==> config.mk <==
export PLATFORM = sky130hd
export DESIGN_NAME = indexed_doubly_linked_list
export DESIGN_NICKNAME = d
export VERILOG_FILES = /design/src/rtl/idll_pkg.sv /design/src/rtl/idll_link_mem.sv /design/src/rtl/indexed_doubly_linked_list.sv
export SDC_FILE = /design/constraint.sdc
export NUM_CORES = 1
export LEC_CHECK = 0
export BUFFER_PORTS_ARGS = -buffer_cell sky130_fd_sc_hd__buf_2
export CORE_UTILIZATION = 44
export CTS_CLUSTER_DIAMETER = 150
export DETAILED_ROUTE_END_ITERATION = 7
export GPL_ROUTABILITY_DRIVEN = 0
export PLACE_DENSITY = 0.61
export SLEW_MARGIN = 20
export SYNTH_ARGS = -nofsm -noshare
export SYNTH_HDL_FRONTEND = slang
export SYNTH_SLANG_ARGS = --single-unit
==> constraint.sdc <==
create_clock -name clock -period 13.7 [get_ports clock]
set_input_delay 2.74 -clock clock [delete_from_list [all_inputs] [get_ports clock]]
set_output_delay 2.74 -clock clock [all_outputs]
set_load 0.005 [all_outputs]
==> src/rtl/idll_pkg.sv <==
// Shared constants, types and helpers for the indexed doubly linked list.
`default_nettype none
package idll_pkg;

   localparam int CAPACITY = 64;
   localparam int ID_W     = 7;
   localparam int IDX_W    = (CAPACITY > 1) ? $clog2(CAPACITY) : 1;
   localparam int OP_W     = 3;

   typedef enum logic [OP_W-1:0] {
      OP_START     = 3'd0,
      OP_INS_LEFT  = 3'd1,
      OP_INS_RIGHT = 3'd2,
      OP_REMOVE    = 3'd3,
      OP_DUMP      = 3'd4
   } op_type;

   typedef struct packed {
      logic             rd_en;
      logic [IDX_W-1:0] rd_addr;
      logic             prev_we;
      logic [IDX_W-1:0] prev_waddr;
      logic [ID_W-1:0]  prev_wdata;
      logic             next_we;
      logic [IDX_W-1:0] next_waddr;
      logic [ID_W-1:0]  next_wdata;
   } link_req_type;

   typedef struct packed {
      logic [ID_W-1:0] prev_id;
      logic [ID_W-1:0] next_id;
   } link_rsp_type;

   function automatic logic id_ok(input logic [ID_W-1:0] id);
      return (id != '0) && (id <= ID_W'(CAPACITY));
   endfunction

   function automatic logic [IDX_W-1:0] to_addr(input logic [ID_W-1:0] id);
      logic [ID_W-1:0] dec;
      dec = id - ID_W'(1);
      return dec[IDX_W-1:0];
   endfunction

endpackage
`default_nettype wire

==> src/rtl/idll_link_mem.sv <==
// Previous and next link tables: two synchronous RAMs sharing one read address.
`default_nettype none
module idll_link_mem (
   input  wire logic                  clock,
   input  wire idll_pkg::link_req_type req,
   output idll_pkg::link_rsp_type     rsp
);

   logic [idll_pkg::ID_W-1:0] prev_mem [idll_pkg::CAPACITY];
   logic [idll_pkg::ID_W-1:0] next_mem [idll_pkg::CAPACITY];
   logic [idll_pkg::ID_W-1:0] prev_rd_ff;
   logic [idll_pkg::ID_W-1:0] next_rd_ff;

   always_ff @(posedge clock) begin
      if (req.prev_we) begin
         prev_mem[req.prev_waddr] <= req.prev_wdata;
      end
      if (req.next_we) begin
         next_mem[req.next_waddr] <= req.next_wdata;
      end
      if (req.rd_en) begin
         prev_rd_ff <= prev_mem[req.rd_addr];
         next_rd_ff <= next_mem[req.rd_addr];
      end
   end

   assign rsp.prev_id = prev_rd_ff;
   assign rsp.next_id = next_rd_ff;

endmodule
`default_nettype wire

==> src/rtl/indexed_doubly_linked_list.sv <==
// Top level: operation sequencer, presence flags, head/tail and dump output.
// Node ids 1..CAPACITY are kept in list order in two link RAMs (registered
// read). One transaction is worked on at a time: start and ignored operations
// finish in the idle state, remove goes through a link read and a neighbor
// update, insert through a link read, the new node links and the neighbor
// links. Dump first reads the head's link and then delivers one node per
// cycle while rsp_ready is high; an empty list yields a single node_id 0
// result. The last result sits in the output register while the next
// transaction is accepted.
`default_nettype none
module indexed_doubly_linked_list (
   input  wire logic                        clock,
   input  wire logic                        reset,
   input  wire logic                        req_valid,
   output logic                             req_ready,
   input  wire logic [idll_pkg::OP_W-1:0]   req_operation,
   input  wire logic [idll_pkg::ID_W-1:0]   req_node,
   input  wire logic [idll_pkg::ID_W-1:0]   req_anchor,
   output logic                             rsp_valid,
   input  wire logic                        rsp_ready,
   output logic [idll_pkg::ID_W-1:0]        rsp_node_id,
   output logic                             rsp_last
);

   typedef enum logic [2:0] {
      ST_IDLE,
      ST_LINK,
      ST_FIX,
      ST_WALK,
      ST_EMPTY
   } state_type;

   state_type                       state_ff, state_in;
   idll_pkg::op_type                op_ff, op_in;
   logic [idll_pkg::ID_W-1:0]       node_ff, node_in;
   logic [idll_pkg::ID_W-1:0]       anchor_ff, anchor_in;
   logic [idll_pkg::CAPACITY-1:0]   present_ff, present_in;
   logic [idll_pkg::ID_W-1:0]       head_ff, head_in;
   logic [idll_pkg::ID_W-1:0]       tail_ff, tail_in;
   logic [idll_pkg::ID_W-1:0]       cursor_ff, cursor_in;
   logic [idll_pkg::IDX_W-1:0]      cnt_ff, cnt_in;
   logic                            rsp_valid_ff, rsp_valid_in;
   logic [idll_pkg::ID_W-1:0]       rsp_node_id_ff, rsp_node_id_in;
   logic                            rsp_last_ff, rsp_last_in;

   idll_pkg::link_req_type          mem_req;
   idll_pkg::link_rsp_type          mem_rsp;

   logic                            slot_free;
   logic                            req_node_present;
   logic                            req_anchor_present;
   logic                            walk_last;

   idll_link_mem u_link_mem (
      .clock (clock),
      .req   (mem_req),
      .rsp   (mem_rsp)
   );

   assign req_ready = (state_ff == ST_IDLE);
   assign slot_free = !rsp_valid_ff || rsp_ready;

   assign req_node_present   = idll_pkg::id_ok(req_node) &&
                               present_ff[idll_pkg::to_addr(req_node)];
   assign req_anchor_present = idll_pkg::id_ok(req_anchor) &&
                               present_ff[idll_pkg::to_addr(req_anchor)];
   assign walk_last = !idll_pkg::id_ok(mem_rsp.next_id) ||
                      (cnt_ff == idll_pkg::IDX_W'(idll_pkg::CAPACITY - 1));

   always_comb begin
      state_in       = state_ff;
      op_in          = op_ff;
      node_in        = node_ff;
      anchor_in      = anchor_ff;
      present_in     = present_ff;
      head_in        = head_ff;
      tail_in        = tail_ff;
      cursor_in      = cursor_ff;
      cnt_in         = cnt_ff;
      rsp_valid_in   = rsp_valid_ff && !rsp_ready;
      rsp_node_id_in = rsp_node_id_ff;
      rsp_last_in    = rsp_last_ff;
      mem_req        = '0;

      case (state_ff)
         ST_IDLE: begin
            if (req_valid) begin
               op_in     = idll_pkg::op_type'(req_operation);
               node_in   = req_node;
               anchor_in = req_anchor;
               case (idll_pkg::op_type'(req_operation))
                  idll_pkg::OP_START: begin
                     present_in = '0;
                     if (idll_pkg::id_ok(req_node)) begin
                        present_in[idll_pkg::to_addr(req_node)] = 1'b1;
                        head_in            = req_node;
                        tail_in            = req_node;
                        mem_req.prev_we    = 1'b1;
                        mem_req.prev_waddr = idll_pkg::to_addr(req_node);
                        mem_req.prev_wdata = '0;
                        mem_req.next_we    = 1'b1;
                        mem_req.next_waddr = idll_pkg::to_addr(req_node);
                        mem_req.next_wdata = '0;
                     end else begin
                        head_in = '0;
                        tail_in = '0;
                     end
                  end
                  idll_pkg::OP_INS_LEFT, idll_pkg::OP_INS_RIGHT: begin
                     if (idll_pkg::id_ok(req_node) && !req_node_present &&
                         req_anchor_present) begin
                        mem_req.rd_en   = 1'b1;
                        mem_req.rd_addr = idll_pkg::to_addr(req_anchor);
                        state_in        = ST_LINK;
                     end
                  end
                  idll_pkg::OP_REMOVE: begin
                     if (req_node_present) begin
                        mem_req.rd_en   = 1'b1;
                        mem_req.rd_addr = idll_pkg::to_addr(req_node);
                        state_in        = ST_LINK;
                     end
                  end
                  idll_pkg::OP_DUMP: begin
                     if (idll_pkg::id_ok(head_ff)) begin
                        mem_req.rd_en   = 1'b1;
                        mem_req.rd_addr = idll_pkg::to_addr(head_ff);
                        cursor_in       = head_ff;
                        cnt_in          = '0;
                        state_in        = ST_WALK;
                     end else begin
                        state_in = ST_EMPTY;
                     end
                  end
                  default: begin
                  end
               endcase
            end
         end

         ST_LINK: begin
            state_in = ST_IDLE;
            case (op_ff)
               idll_pkg::OP_INS_LEFT: begin
                  present_in[idll_pkg::to_addr(node_ff)] = 1'b1;
                  mem_req.prev_we    = 1'b1;
                  mem_req.prev_waddr = idll_pkg::to_addr(node_ff);
                  mem_req.prev_wdata = mem_rsp.prev_id;
                  mem_req.next_we    = 1'b1;
                  mem_req.next_waddr = idll_pkg::to_addr(node_ff);
                  mem_req.next_wdata = anchor_ff;
                  state_in           = ST_FIX;
               end
               idll_pkg::OP_INS_RIGHT: begin
                  present_in[idll_pkg::to_addr(node_ff)] = 1'b1;
                  mem_req.prev_we    = 1'b1;
                  mem_req.prev_waddr = idll_pkg::to_addr(node_ff);
                  mem_req.prev_wdata = anchor_ff;
                  mem_req.next_we    = 1'b1;
                  mem_req.next_waddr = idll_pkg::to_addr(node_ff);
                  mem_req.next_wdata = mem_rsp.next_id;
                  state_in           = ST_FIX;
               end
               idll_pkg::OP_REMOVE: begin
                  present_in[idll_pkg::to_addr(node_ff)] = 1'b0;
                  if (idll_pkg::id_ok(mem_rsp.prev_id)) begin
                     mem_req.next_we    = 1'b1;
                     mem_req.next_waddr = idll_pkg::to_addr(mem_rsp.prev_id);
                     mem_req.next_wdata = mem_rsp.next_id;
                  end else begin
                     head_in = mem_rsp.next_id;
                  end
                  if (idll_pkg::id_ok(mem_rsp.next_id)) begin
                     mem_req.prev_we    = 1'b1;
                     mem_req.prev_waddr = idll_pkg::to_addr(mem_rsp.next_id);
                     mem_req.prev_wdata = mem_rsp.prev_id;
                  end else begin
                     tail_in = mem_rsp.prev_id;
                  end
               end
               default: begin
               end
            endcase
         end

         ST_FIX: begin
            state_in = ST_IDLE;
            case (op_ff)
               idll_pkg::OP_INS_LEFT: begin
                  mem_req.prev_we    = 1'b1;
                  mem_req.prev_waddr = idll_pkg::to_addr(anchor_ff);
                  mem_req.prev_wdata = node_ff;
                  if (idll_pkg::id_ok(mem_rsp.prev_id)) begin
                     mem_req.next_we    = 1'b1;
                     mem_req.next_waddr = idll_pkg::to_addr(mem_rsp.prev_id);
                     mem_req.next_wdata = node_ff;
                  end else begin
                     head_in = node_ff;
                  end
               end
               idll_pkg::OP_INS_RIGHT: begin
                  mem_req.next_we    = 1'b1;
                  mem_req.next_waddr = idll_pkg::to_addr(anchor_ff);
                  mem_req.next_wdata = node_ff;
                  if (idll_pkg::id_ok(mem_rsp.next_id)) begin
                     mem_req.prev_we    = 1'b1;
                     mem_req.prev_waddr = idll_pkg::to_addr(mem_rsp.next_id);
                     mem_req.prev_wdata = node_ff;
                  end else begin
                     tail_in = node_ff;
                  end
               end
               default: begin
               end
            endcase
         end

         ST_WALK: begin
            if (slot_free) begin
               rsp_valid_in   = 1'b1;
               rsp_node_id_in = cursor_ff;
               rsp_last_in    = walk_last;
               if (walk_last) begin
                  cursor_in = '0;
                  state_in  = ST_IDLE;
               end else begin
                  cursor_in       = mem_rsp.next_id;
                  cnt_in          = cnt_ff + idll_pkg::IDX_W'(1);
                  mem_req.rd_en   = 1'b1;
                  mem_req.rd_addr = idll_pkg::to_addr(mem_rsp.next_id);
               end
            end
         end

         ST_EMPTY: begin
            if (slot_free) begin
               rsp_valid_in   = 1'b1;
               rsp_node_id_in = '0;
               rsp_last_in    = 1'b1;
               state_in       = ST_IDLE;
            end
         end

         default: begin
            state_in = ST_IDLE;
         end
      endcase
   end

   always_ff @(posedge clock) begin
      if (reset) begin
         state_ff     <= ST_IDLE;
         present_ff   <= '0;
         head_ff      <= '0;
         tail_ff      <= '0;
         cursor_ff    <= '0;
         cnt_ff       <= '0;
         rsp_valid_ff <= 1'b0;
      end else begin
         state_ff     <= state_in;
         present_ff   <= present_in;
         head_ff      <= head_in;
         tail_ff      <= tail_in;
         cursor_ff    <= cursor_in;
         cnt_ff       <= cnt_in;
         rsp_valid_ff <= rsp_valid_in;
      end
      op_ff          <= op_in;
      node_ff        <= node_in;
      anchor_ff      <= anchor_in;
      rsp_node_id_ff <= rsp_node_id_in;
      rsp_last_ff    <= rsp_last_in;
   end

   assign rsp_valid   = rsp_valid_ff;
   assign rsp_node_id = rsp_node_id_ff;
   assign rsp_last    = rsp_last_ff;

`ifndef SYNTHESIS
   a_head_tail_pair: assert property (@(posedge clock) disable iff (reset)
      (head_ff == '0) == (tail_ff == '0))
      else $error("head and tail disagree on empty list");

   a_head_present: assert property (@(posedge clock) disable iff (reset)
      (head_ff != '0) |-> (idll_pkg::id_ok(head_ff) &&
                           present_ff[idll_pkg::to_addr(head_ff)]))
      else $error("head node not present");

   a_walk_cursor: assert property (@(posedge clock) disable iff (reset)
      (state_ff == ST_WALK) |-> (idll_pkg::id_ok(cursor_ff) &&
                                 present_ff[idll_pkg::to_addr(cursor_ff)]))
      else $error("dump cursor on absent node");

   a_rsp_source: assert property (@(posedge clock) disable iff (reset)
      $rose(rsp_valid_ff) |-> ($past(state_ff) == ST_WALK ||
                               $past(state_ff) == ST_EMPTY))
      else $error("result raised outside dump");
`endif

endmodule
`default_nettype wire
-- Word-level counts from Yosys, hierarchy flattened
Memory sizes are Yosys's and may differ from the RTL's. A register that Yosys moved wholly into a read port is not among the register bits.
Cells that the tools add are included.
- RAM bits: 896
- logic and storage cells: 173
- input port bits: 21
- memories kept: 2
- output and inout bits: 10
- flip-flop bits (word level): 113
- memory list (name ; depth ; width ; rd ports ; clocked after memory_dff ; wr ports ; RTL line ; text):
    u_link_mem.next_mem ; 64 ; 7 ; 1 ; 1 ; 1 ; idll_link_mem.sv:10 ; logic [idll_pkg::ID_W-1:0] next_mem [idll_pkg::CAPACITY];
    u_link_mem.prev_mem ; 64 ; 7 ; 1 ; 1 ; 1 ; idll_link_mem.sv:9 ; logic [idll_pkg::ID_W-1:0] prev_mem [idll_pkg::CAPACITY];
- bitwise operators: 3
- muxes and demuxes: 72
- $lt $le $gt $ge: 10
- eq/ne operators: 28
- $add $sub $neg: 8
- reduce and logical (&&, ||, !) cells: 39
- operators with widths (cell ; count):
    64-bit case mux with 2 select lines ; 2
    64-bit two-way mux ; 3
    28-bit case mux with 3 select lines ; 2
    7-bit two-way mux ; 19
    64-bit bitwise AND ; 1
    64-bit inverter ; 1
    64-bit bitwise OR ; 1
    14-bit two-way mux ; 4
    28-bit two-way mux ; 2
    28-bit case mux with 2 select lines ; 1
    7-bit case mux with 2 select lines ; 3
    7-bit case mux with 3 select lines ; 2
    6-bit by 1-bit subtractor with 6-bit output, second input constant ; 7
    7-bit less-or-equal comparator, second input constant ; 5
    35-bit two-way mux ; 1
    7-bit nonzero test ; 5
    6-bit two-way mux ; 5
    6-bit by 7-bit < comparator with 1-bit output, second input constant ; 3
    3-bit two-way mux ; 7
    3-bit by 2-bit == test with 1-bit output, second input constant ; 6
    2-bit inequality test, second input constant ; 7
    7-bit AND reduction ; 2
    1-bit binary-select mux with 6-bit select ; 2
    1-bit demux with 6-bit select ; 2
    other kinds (27) ; 67

-- Longest topological paths before layout
- word-level depth: 13
- depth in mapped cells: 23
- mapped depth without buffers: 14

-- By module
From an unflattened synthesis, not the netlist that was laid out.
- cell total of the unflattened synthesis: 2678
- area, all modules: 43731.9 um^2
- modules (own cells, without submodules) (module ; seq. area each (um^2) ; cells each ; area each (um^2) ; times used):
    idll_link_mem ; 27326.2 ; 1611 ; 35218.8 ; 1
    indexed_doubly_linked_list ; 2512.4 ; 1067 ; 8513.2 ; 1

-- Worst setup path before layout
OpenSTA, ideal clock, no wires.
- kind: input port to flip-flop
- from: input port req_anchor[0] (netlist bit)
- to: register u_link_mem.next_rd_ff[1] (netlist bit), read port of u_link_mem.next_mem, data pin
- cell stages on the path: 20
- data required time: 13.567 ns
- path buffers: 7
- arrival time: 6.937 ns
- slack: 6.630 ns
- library setup time: 0.133 ns
- cells stage by stage: buf_2 inv_1 ha_1 clkbuf_1 buf_2 buf_2 mux4_2 mux4_2 mux2i_1 nand2_1 nor4b_2 o21ai_1 buf_2 buf_2 buf_1 nand2_1 a32oi_1 o32ai_1 a2111oi_0 and3_1
- cells in the longest elaborated chain, start to end: 9
- elaborated cells on any way between the ends: 12
- those cells by class: add/sub: 1; order compare: 1; mux: 6; reduce/logical: 4
- ends and longest elaborated chain (what ; RTL line ; text):
    from (decl) ; indexed_doubly_linked_list.sv:18 ; input wire logic [idll_pkg::ID_W-1:0] req_anchor,
    6-bit by 1-bit subtractor with 6-bit output ; idll_pkg.sv:40 ; dec = id - ID_W'(1);
    1-bit binary-select mux with 6-bit select ; indexed_doubly_linked_list.sv:66 ; present_ff[idll_pkg::to_addr(req_anchor)];
    1-bit two-way mux (implied by the code) ; indexed_doubly_linked_list.sv:66 ;
    1-bit logical AND ; indexed_doubly_linked_list.sv:65 ; assign req_anchor_present = idll_pkg::id_ok(req_anchor) &&
    1-bit logical AND ; indexed_doubly_linked_list.sv:110 ; if (idll_pkg::id_ok(req_node) && !req_node_present &&
    7-bit two-way mux * ; indexed_doubly_linked_list.sv:110 ;
    7-bit case mux with 3 select lines * ; indexed_doubly_linked_list.sv:91 ; case (idll_pkg::op_type'(req_operation))
    35-bit two-way mux * ; indexed_doubly_linked_list.sv:87 ; if (req_valid) begin
    7-bit case mux with 2 select lines * ; indexed_doubly_linked_list.sv:85 ; case (state_ff)
    to (decl) ; idll_link_mem.sv:12 ; logic [idll_pkg::ID_W-1:0] next_rd_ff;
Every way passes the cells marked *; elsewhere a longest branch is shown, timed or not. The select of a mux whose other input is x is not followed.
A chain may end at the register's enable or synchronous reset.

-- Worst setup path after layout
- from: input port req_node[0] (netlist bit)
- to: register u_link_mem.next_rd_ff[0] (netlist bit), read port of u_link_mem.next_mem, data pin
- cells in the longest elaborated chain, start to end: 11
- elaborated cells on any way between the ends: 15
- those cells by class: add/sub: 1; order compare: 1; mux: 7; reduce/logical: 6
- ends and longest elaborated chain (what ; RTL line ; text):
    from (decl) ; indexed_doubly_linked_list.sv:17 ; input wire logic [idll_pkg::ID_W-1:0] req_node,
    6-bit by 1-bit subtractor with 6-bit output ; idll_pkg.sv:40 ;
    1-bit binary-select mux with 6-bit select ; indexed_doubly_linked_list.sv:64 ; present_ff[idll_pkg::to_addr(req_node)];
    1-bit two-way mux (implied by the code) ; indexed_doubly_linked_list.sv:64 ;
    1-bit logical AND ; indexed_doubly_linked_list.sv:63 ; assign req_node_present = idll_pkg::id_ok(req_node) &&
    1-bit logical NOT ; indexed_doubly_linked_list.sv:110 ;
    1-bit logical AND (2 in a row) ; indexed_doubly_linked_list.sv:110 ;
    7-bit two-way mux ; indexed_doubly_linked_list.sv:110 ;
    7-bit case mux with 3 select lines * ; indexed_doubly_linked_list.sv:91 ;
    35-bit two-way mux * ; indexed_doubly_linked_list.sv:87 ;
    7-bit case mux with 2 select lines * ; indexed_doubly_linked_list.sv:85 ;
Marks and branches as above.

==> flow_summary.ini <==
[pwr]
power_density_nw_per_um2 = 129.4
fin_total_pwr_mw = 6.498
power_frac_comb_pct = 4.1
power_frac_seq_pct = 52.2
power_frac_clock_pct = 43.7
p_sw_share_pct = 21.59
ir_drop_uv = 123.1
internal_power_mw = 5.095
p_leak_nw = 16.87
power_switching_mw = 1.403

[critical_path]
reg2reg_to = u_link_mem.next_rd_ff[2]
cp.depth = 17
cp-endpoint = u_link_mem.next_rd_ff[0]
path_cells = buf_2 -> buf_4 -> inv_2 -> ha_1 -> xnor2_2 -> buf_4 -> mux2_2 -> nor4_1 -> o22a_1 -> and4_1 -> a221o_1 -> o22a_1 -> nand3b_1 -> nor2_1 -> o21ai_0 -> nor4b_1 -> and4b_1
endpoint_kind = flip-flop
cp_max_fo = 43
critPathRequiredTime_ns = 14.15
critical-path-slowest-cell = nor2_1
cp-startpoint = req_node[0]
cp-start-kind = input pin
path_delay_family = simple AND/OR/NAND/NOR gates
path_buf_inv = 4
rrSetupSlack_ns = 6.89
arrival_ns = 9.66
slowest_delay_ns = 1.05
path_class = in -> reg
reg2reg_from = u_link_mem.next_rd_ff[3]
reg2reg_depth = 13

[worst_hold_path]
hp-class = reg -> reg

[run_status]
status = finished, violations left
failed_checks = DRC

[routing]
wirelength_microns = 138100
num_vias = 31858
first_iter_violations = 4291
vias_per_cell = 6.163
ant_nets = 0
avgRoutedWirePerCell_microns = 26.72
first_pass_iters = 8
drc = 2

[yosys]
synth-seq-cells = 1023
mappedNetlistArea_sq_um = 45230
syn_inst = 3751
synthFlopType = edfxtp_1
syn-num-nets = 3784
synth_edf_count = 935
syn_area_per_cell_sq_um = 12.06
synthArstFlopShare_pct = 0
ys_seq_area_share_pct = 65.97
synth_cell_types = 90
synth_warnings = 0

[floorplanning]
num_rows = 117
die_w_microns = 322.6
coreArea_sq_um = 101900
boundaryPins = 31
initial_core_util_pct = 44.39
die_area_sq_um = 104100
fp.dieH_microns = 322.6

[sta]
slew_headroom_pct = 26.36
fin_crit_sh_pct = 67.16
fin_setup_tns_ns = 0
clock-skew-final_ns = 0.04485
fmax_mhz = 108.7
finalHoldViolCount = 0
finalSetupViolations = 0
slew_violations = 0
fin_crit_ns = 9.200
rsz0062_at_grt = no
worstMarginPinSlew_ns = 1.104

[global_route]
grt_pass1_wl_microns = 200500
grt_overflow_total = 0
grt_pass1_vias = 29272
grt_usage_pct = 26.16
grt_max_degree = 156
grt_antenna_before_repair = 3

[clock_network]
postCtsSetupRepairBufs = 0
clockBufferDepth = 3
cts_num_sinks = 1023
cts_buffers = 105
cts_resized = 0
cts_root_buffer = clkbuf_16
cts.clk_slew.worst_paths_ns = 0.07
cts_tree = done
htreeDepth = 3
postCtsHoldBufs = 0
clk-insertion-delay-late_ns = 0.70

[final_layout]
layout_commonest_cell = edfxtp_1
fin_util_pct = 49.29
syn_to_final_growth_pct = 11.04
final_cell_mix = edfxtp_1, nand2_1, nor2_1
drive_gt1_share_pct = 8.923
nNetsFinal = 3749

[place]
port_buffers = 30
hpwl_microns = 85430

[job]
max_cap_violations = 0
state kept, by name, indices dropped and copies added, names as in the netlist, named ones only:
| signal | count |
|---|---|
| u_link_mem.next_mem | 448 |
| u_link_mem.prev_mem | 448 |
| anchor_ff | 7 |
| cursor_ff | 7 |
| head_ff | 7 |
| node_ff | 7 |
| rsp_node_id | 7 |
| u_link_mem.next_rd_ff | 7 |
| u_link_mem.prev_rd_ff | 7 |
| cnt_ff | 6 |
| op_ff | 3 |
| state_ff | 3 |
| rsp_last | 1 |
| rsp_valid | 1 |
cell type report:
cell class | instances | area [sq um]
Sequential cell | 1023 | 29840
Tap cell | 1368 | 1712
Inverter | 24 | 90.09
Timing Repair Buffer | 97 | 703.2
Antenna cell | 2 | 5.005
Clock inverter | 64 | 618.1
Fill cell | 8965 | 51670
Multi-Input combinational cell | 2465 | 14530
Clock buffer | 126 | 2728
stage by stage:
stage	setup WS, ns	hold slack (ns)	instance area (sq um)	instances
2_1_floorplan	6.630	0.4737	45230	3751
3_3_place_gp	4.255	0.4867	46870	4977
3_5_place_dp	4.197	0.4906	46870	4977
4_1_cts	4.901	0.4995	50220	5167
5_1_grt	4.446	0.5187	50220	5168
6_report	4.500	0.4982	50220	5169
how the worst min path moves through the flow:
stage                 startpoint           end  cells past startpoint
finish              cursor_ff[3]  cursor_ff[3]                      2
global placement    cursor_ff[2]  cursor_ff[2]                      2
floorplan           cursor_ff[0]  cursor_ff[0]                      2
global route        cursor_ff[3]  cursor_ff[3]                      2
detailed placement  cursor_ff[4]  cursor_ff[4]                      2
CTS                 cursor_ff[4]  cursor_ff[4]                      2
metal layers:
layer	global-route usage (%)	wire, microns	vias up
met4	9.805	5172	0
met1	37.08	57600	15808
met3	4.929	13340	293
li1	-	-	14062
met2	39.97	62010	1695
met5	0	0	-
worst reg2reg max path: stages, from the launching register on:
cell	delay (ns)
edfxtp_1	0.61
or3_1	0.48
o31a_1	0.27
nor3_1	0.48
nand3_1	0.58
o21ai_2	1.05
a21boi_4	0.34
buf_4	0.38
buf_4	0.77
a21oi_1	0.18
a22oi_1	0.52
o22ai_1	0.17
or3_1	0.46
nor4_1	0.31
power by group through the flow:
stage	clock network [mW]	registers (mW)	logic [mW]
CTS	2.87	3.39	0.261
global placement	0	3.46	0.260
finish	2.84	3.39	0.267
global route	2.99	3.39	0.285
detailed placement	0	3.46	0.260
floorplan	0	3.45	0.180
cells in the mapped netlist (all sizes together), types with 20 or more instances:
| library cell | instances | area share, % |
|---|---|---|
| a211oi | 20 | 0.33 |
| a21oi | 326 | 3.6 |
| a221oi | 27 | 0.54 |
| a22oi | 102 | 1.7 |
| buf | 140 | 1.6 |
| clkbuf | 99 | 0.82 |
| dfxtp | 88 | 3.9 |
| edfxtp | 935 | 62 |
| inv | 24 | 0.20 |
| mux2i | 137 | 3.0 |
| mux4 | 28 | 1.4 |
| nand2 | 602 | 5.0 |
| nand3 | 181 | 2.0 |
| nor2 | 392 | 3.3 |
| nor3 | 47 | 0.56 |
| nor3b | 26 | 0.46 |
| nor4 | 27 | 0.40 |
| o21ai | 104 | 1.2 |
| o221ai | 65 | 1.3 |
| o22ai | 68 | 0.95 |
| xnor2 | 26 | 0.52 |
kinds of logic (layout without fill, tap and decap cells):
| kind of cell | after synthesis | count (layout) | synth area share (%) |
|---|---|---|---|
| compound gates | 817 | 817 | 11.57 |
| xor+xnor | 43 | 43 | 0.8493 |
| fa+ha+maj | 12 | 12 | 0.3320 |
| buf+inv | 263 | 311 | 2.595 |
| flops | 1023 | 1023 | 65.97 |
| mux | 182 | 182 | 4.849 |
| other cells | 0 | 2 | 0 |
| simple gates | 1411 | 1411 | 13.83 |
Power figures use the tool's default switching activity.
